**config.mk**
```make
export PLATFORM = sky130hd
export DESIGN_NAME = fpmd_step
export DESIGN_NICKNAME = d
export VERILOG_FILES = /design/src/rtl/fpmd_pkg.sv /design/src/rtl/fpmd_step.sv
export SDC_FILE = /design/constraint.sdc
export NUM_CORES = 1
export LEC_CHECK = 0
export ABC_AREA = 1
export BUFFER_PORTS_ARGS = -buffer_cell sky130_fd_sc_hd__clkbuf_2
export CELL_PAD_IN_SITES_DETAIL_PLACEMENT = 1
export CELL_PAD_IN_SITES_GLOBAL_PLACEMENT = 1
export CORE_MARGIN = 1
export CORE_UTILIZATION = 37
export CTS_CLUSTER_SIZE = 14
export DETAILED_ROUTE_END_ITERATION = 10
export PLACE_DENSITY = 0.83
export SYNTH_ARGS = -nofsm -noshare
export SYNTH_HDL_FRONTEND = slang
export SYNTH_SLANG_ARGS = --single-unit
```
**constraint.sdc**
```tcl
create_clock -name aclk -period 2.8 [get_ports aclk]
set_input_delay 0.84 -clock aclk [delete_from_list [all_inputs] [get_ports aclk]]
set_output_delay 0.84 -clock aclk [all_outputs]
set_load 0.02 [all_outputs]
```
**src/rtl/fpmd_pkg.sv**
```systemverilog
// Package for the fixed-point multiply/divide unit: beat types, op codes,
// pipeline lane type and sizing constants. No dependencies.
`timescale 1ns / 1ps
`default_nettype none

package fpmd_pkg;

    localparam int DataWidthDefault = 32;
    localparam int DIV_STEPS  = 64;   // one quotient bit per stage
    localparam int SQRT_STEPS = 16;   // one root bit per stage

    typedef enum logic [2:0] {
        FN_MULSCALE  = 3'd0,
        FN_DMULSCALE = 3'd1,
        FN_DIVSCALE  = 3'd2,
        FN_SCALE     = 3'd3,
        FN_SQRT      = 3'd4,
        FN_ABS       = 3'd5,
        FN_SIGN      = 3'd6
    } fpmd_func_t;

    typedef struct packed {
        logic [2:0]         func;
        logic signed [31:0] a;
        logic signed [31:0] b;
        logic signed [31:0] c;
        logic signed [31:0] d;
        logic [5:0]         shift;
    } fpmd_in_t;

    typedef struct packed {
        logic signed [31:0] result;
        logic               div_by_zero;
    } fpmd_out_t;

    // State carried through the divide / root stages.
    typedef struct packed {
        logic [2:0]  func;
        logic        dz;
        logic        neg;
        logic        a_neg;
        logic [31:0] direct;
        logic [31:0] rem;
        logic [63:0] num;
        logic [31:0] den;
        logic [31:0] sq_x;
        logic [31:0] sq_res;
    } fpmd_lane_t;

endpackage

`default_nettype wire

```
**src/rtl/fpmd_step.sv**
```systemverilog
// One stage of the divide / square-root pipeline: a restoring divide step,
// plus one root step in the first stages. Depends on fpmd_pkg.
`timescale 1ns / 1ps
`default_nettype none

module fpmd_step
    import fpmd_pkg::*;
#(
    parameter int STEP = 0
) (
    input  wire logic       aclk,
    input  wire logic       aresetn,
    input  wire logic       en,
    input  wire logic       in_valid,
    input  wire fpmd_lane_t in_lane,
    output logic            out_valid,
    output fpmd_lane_t      out_lane
);

    localparam bit          HAS_SQRT = (STEP < SQRT_STEPS);
    localparam logic [31:0] SQ_BIT   =
        HAS_SQRT ? (32'd1 << (30 - 2 * (STEP % SQRT_STEPS))) : 32'd0;

    logic [32:0] rem_sh;
    logic [32:0] rem_sub;
    logic        ge;
    logic [31:0] sq_t;
    fpmd_lane_t  lane_next;
    logic        valid_reg;
    fpmd_lane_t  lane_reg;

    always_comb begin
        lane_next = in_lane;
        rem_sh    = {in_lane.rem, in_lane.num[63]};
        rem_sub   = rem_sh - {1'b0, in_lane.den};
        ge        = (rem_sh >= {1'b0, in_lane.den});
        lane_next.rem = ge ? rem_sub[31:0] : rem_sh[31:0];
        lane_next.num = {in_lane.num[62:0], ge};
        sq_t = in_lane.sq_res + SQ_BIT;
        if (HAS_SQRT) begin
            if (in_lane.sq_x >= sq_t) begin
                lane_next.sq_x   = in_lane.sq_x - sq_t;
                lane_next.sq_res = (in_lane.sq_res >> 1) + SQ_BIT;
            end else begin
                lane_next.sq_res = in_lane.sq_res >> 1;
            end
        end
    end

    always_ff @(posedge aclk) begin
        if (!aresetn) begin
            valid_reg <= 1'b0;
        end else if (en) begin
            valid_reg <= in_valid;
        end
        if (en) begin
            lane_reg <= lane_next;
        end
    end

    assign out_valid = valid_reg;
    assign out_lane  = lane_reg;

endmodule

`default_nettype wire

```
==> impl_metrics.csv <==
group,metric,value,unit
routing,wire_per_inst,19.13,µm
layout,fill_cells,4345,
cts,post_cts_buffers,0,
critical_path,r2r_end,"out_valid$_SDFFE_PN0P_",
global_route,grt_pass1_vias,13210,
synthesis,yosysSeqAreaShare,0.5246,
cts,cts.reportedPaths.clkPinSlew,0.06,ns
cts,cts_buffers,26,
sta,hold_violations,0,
placed_design,post-dp-hpwl,39990,µm
pwr,power.total,10.73,mW
placed_design,gp_congestion,0.9577,
global_route,track_usage,0.2661,
sta,max_freq,389.1,MHz
layout,fin_nets,2401,
routing,wirelength,49350,µm
layout,seqCellArea,6927,µm²
layout,multi_input_area,5001,µm²
placed_design,dpl_worst_slack,-0.1969,ns
synthesis,synthesis.area,13200,µm²
cts,clkSinkCount,231,
sta,setup_viol,0,
synthesis,syn_nets,1823,
floorplan,core,34800,µm²
critical_path,cp-start-kind,"input pin",
critical_path,reg2reg_slack,2.14,ns
routing,drc,0,
sta,min_period_over_period,0.9179,
run_status,status,"finished, final reports clean",
synthesis,synthCells,1523,
cts,cts_resized,0,
floorplan,rows,68,
pwr,cellLeakagePower,9.474,nW
cts,worstSkewPairLatency,0.55,ns
routing,drt_iter0_markers,567,
cts,cts_buffer_depth,3,
routing,vias,12410,
critical_path,path_class,"in -> reg",
sta,maxSlewHeadroom,0.6756,
floorplan,pin_count,465,
critical_path,cp-startpoint,"in_lane[92]",
sta,fin_crit,2.570,ns
critical_path,r2r_cells,2,
critical_path,path_delay_family,"simple AND/OR/NAND/NOR gates",
sta,rsz0062_at_grt,"false",
sta,fin_hold_ws,0.4553,ns
synthesis,synth_area_leaders,"edfxtp_1 (52%), nand2_1 (16%), inv_1 (8.5%), ha_1 (6.1%), nand3_1 (3.7%)",
synthesis,yosysTopAreaCell,"edfxtp_1",
global_route,grt_first_pass_wirelength,73940,µm
critical_path,cp_cell_sequence,"clkbuf_2, inv_1, ha_1, a21oi_1, nand2_1, a21oi_1, nand2_1, nor2_4, buf_4, nand3_1, nand2_1",
worst_hold_path,hold_start,"in_lane[226]",
pwr,peakVddDrop,542.1,µV
floorplan,die_width,190.9,µm
sta,worstMarginPinSlew,0.4867,ns
synthesis,synth_seq_cells,231,
sta,fin_skew,0,ns
synthesis,ys_types,38,
job,maxCapViolCount,0,
critical_path,required,3.22,ns
critical_path,path_max_fanout,30,
pwr,power_density,605.9,nW/µm²
worst_hold_path,hold_path.class,"in -> reg",
cts,cts-htree-levels,1,
global_route,grt-ovfl-total,0,
cts,tritoncts,"built",
synthesis,synth.top_cell.area_share,0.5231,
global_route,grt_max_degree,49,
critical_path,crit_path_max_incr_delay,0.40,ns
routing,antenna_left,0,
synthesis,syn_avg_cell_area,8.670,µm²
synthesis,yosysWarnings,0,
sta,drv_slew,0,
worst_hold_path,whs_path_depth,1,
routing,vias_per_cell,4.813,
floorplan,dieHeight,190.9,µm
placed_design,portBuffers,464,
layout,final_layout_size_suffix_gt1_frac,0.3131,
global_route,antenna_found_initial,3,
critical_path,rr_startpoint,"out_valid$_SDFFE_PN0P_",
sta,setup_slack,0.2298,ns
critical_path,crit_top_cell,"nand2_1",
floorplan,start_util,0.3794,
cts,cts-root-buf,"clkbuf_16",
worst_hold_path,whs_endpoint,"out_lane[226]$_DFFE_PP_",
cts,cts_hold_buf,0,
layout,area_growth,34.13,%
critical_path,path_buf_inv,3,
critical_path,endpoint_kind,"register",
routing,drtPass1Iterations,5,
floorplan,die_area,36450,µm²
critical_path,cp_slowest_cell,"buf_4",
critical_path,worstPathArrival,2.99,ns
==> area by class of cell <==
cell class | count | share of cell area
Inverter | 301 | 0.06394
Antenna cell | 3 | 0.0004239
Multi-Input combinational cell | 975 | 0.2824
Sequential cell | 231 | 0.3911
Tap cell | 455 | 0.03214
Clock buffer | 28 | 0.03716
Clock inverter | 20 | 0.01300
Timing Repair Buffer | 566 | 0.1799
==> worst max-delay path by stage <==
stage | end | cells past startpoint
floorplan | out_lane[56]$_DFFE_PP_ | 16
global placement | out_lane[166]$_DFFE_PP_ | 13
detailed placement | out_lane[174]$_DFFE_PP_ | 11
CTS | out_lane[174]$_DFFE_PP_ | 11
global route | out_lane[174]$_DFFE_PP_ | 11
finish | out_lane[174]$_DFFE_PP_ | 11
==> report_power, final <==
group / switching (mW) / leakage, nW / internal (mW) / total [mW]
clock: 1.47 / 0.429 / 2.08 / 3.56
sequential: 0.121 / 2.26 / 4.23 / 4.35
combinational: 1.84 / 6.79 / 0.980 / 2.82
==> placed cells by master, fill, tap and decap left out, types with 9 or more instances in the layout <==
cell / n
nand3_2: 18
buf_4: 95
nand2_1: 564
a21oi_1: 42
xor2_1: 27
and2_1: 12
nand2_2: 14
nor2_1: 64
ha_1: 64
edfxtp_1: 230
clkbuf_2: 463
inv_1: 299
nand3_1: 97
nor3_1: 10
nor2_2: 9
nand3b_1: 15
clkbuf_16: 26
==> registers in the layout (all words and copies together) (netlist names) <==
signal	count
out_lane	230
out_valid	1
==> cells in the mapped netlist <==
master      n
edfxtp_1  230
nor3_1     10
buf_6       7
nor2_1     64
a21oi_1    42
and2_1     12
nor2_4      6
o21a_1      1
nand2_1   564
fa_1        2
o21ai_0     6
nand3b_1   15
ha_1       64
a21o_1      4
nand2_4     2
and2_2      1
and3_1      2
dfxtp_1     1
or2_2       1
o21bai_1    1
nor2_2      9
nand3_2    18
nand2_2    14
xnor2_1     3
nor3b_1     1
buf_12      1
buf_2       6
a21oi_2     1
nand2_8     1
inv_4       1
xor2_1     27
buf_4       2
nor3_2      3
nand3_1    97
nand4_1     3
inv_2       1
or2_1       1
inv_1     299
==> per-layer routing <==
metal	wire length [µm]	vias up	global-route usage
met1	19470	6007	0.3005
met5	0	-	0
met3	2318	86	0.03910
li1	-	5965	-
met4	1512	0	0.1009
met2	26050	354	0.4994
==> per-stage QoR <==
stage                     area (µm²)    util  cells  setup TNS, ns
final                          17710  0.5090   2579              0
after global routing           17710  0.5090   2579              0
after CTS                      17700  0.5087   2576              0
after detailed placement       16810  0.4832   2528         -6.634
after global placement         16810  0.4832   2528        -0.5406
after floorplan                13200       -   1523              0
==> cell families (layout without fill, tap and decap cells) <==
kind of cell | Yosys count | after routing | share of synthesized area
compound gates | 55 | 55 | 0.02227
buf+inv | 317 | 915 | 0.09666
simple gates | 824 | 824 | 0.2729
xor+xnor | 30 | 30 | 0.01990
flops | 231 | 231 | 0.5246
other cells | 0 | 3 | 0
fa+ha+maj | 66 | 66 | 0.06368
Power figures use the tool's default switching activity.
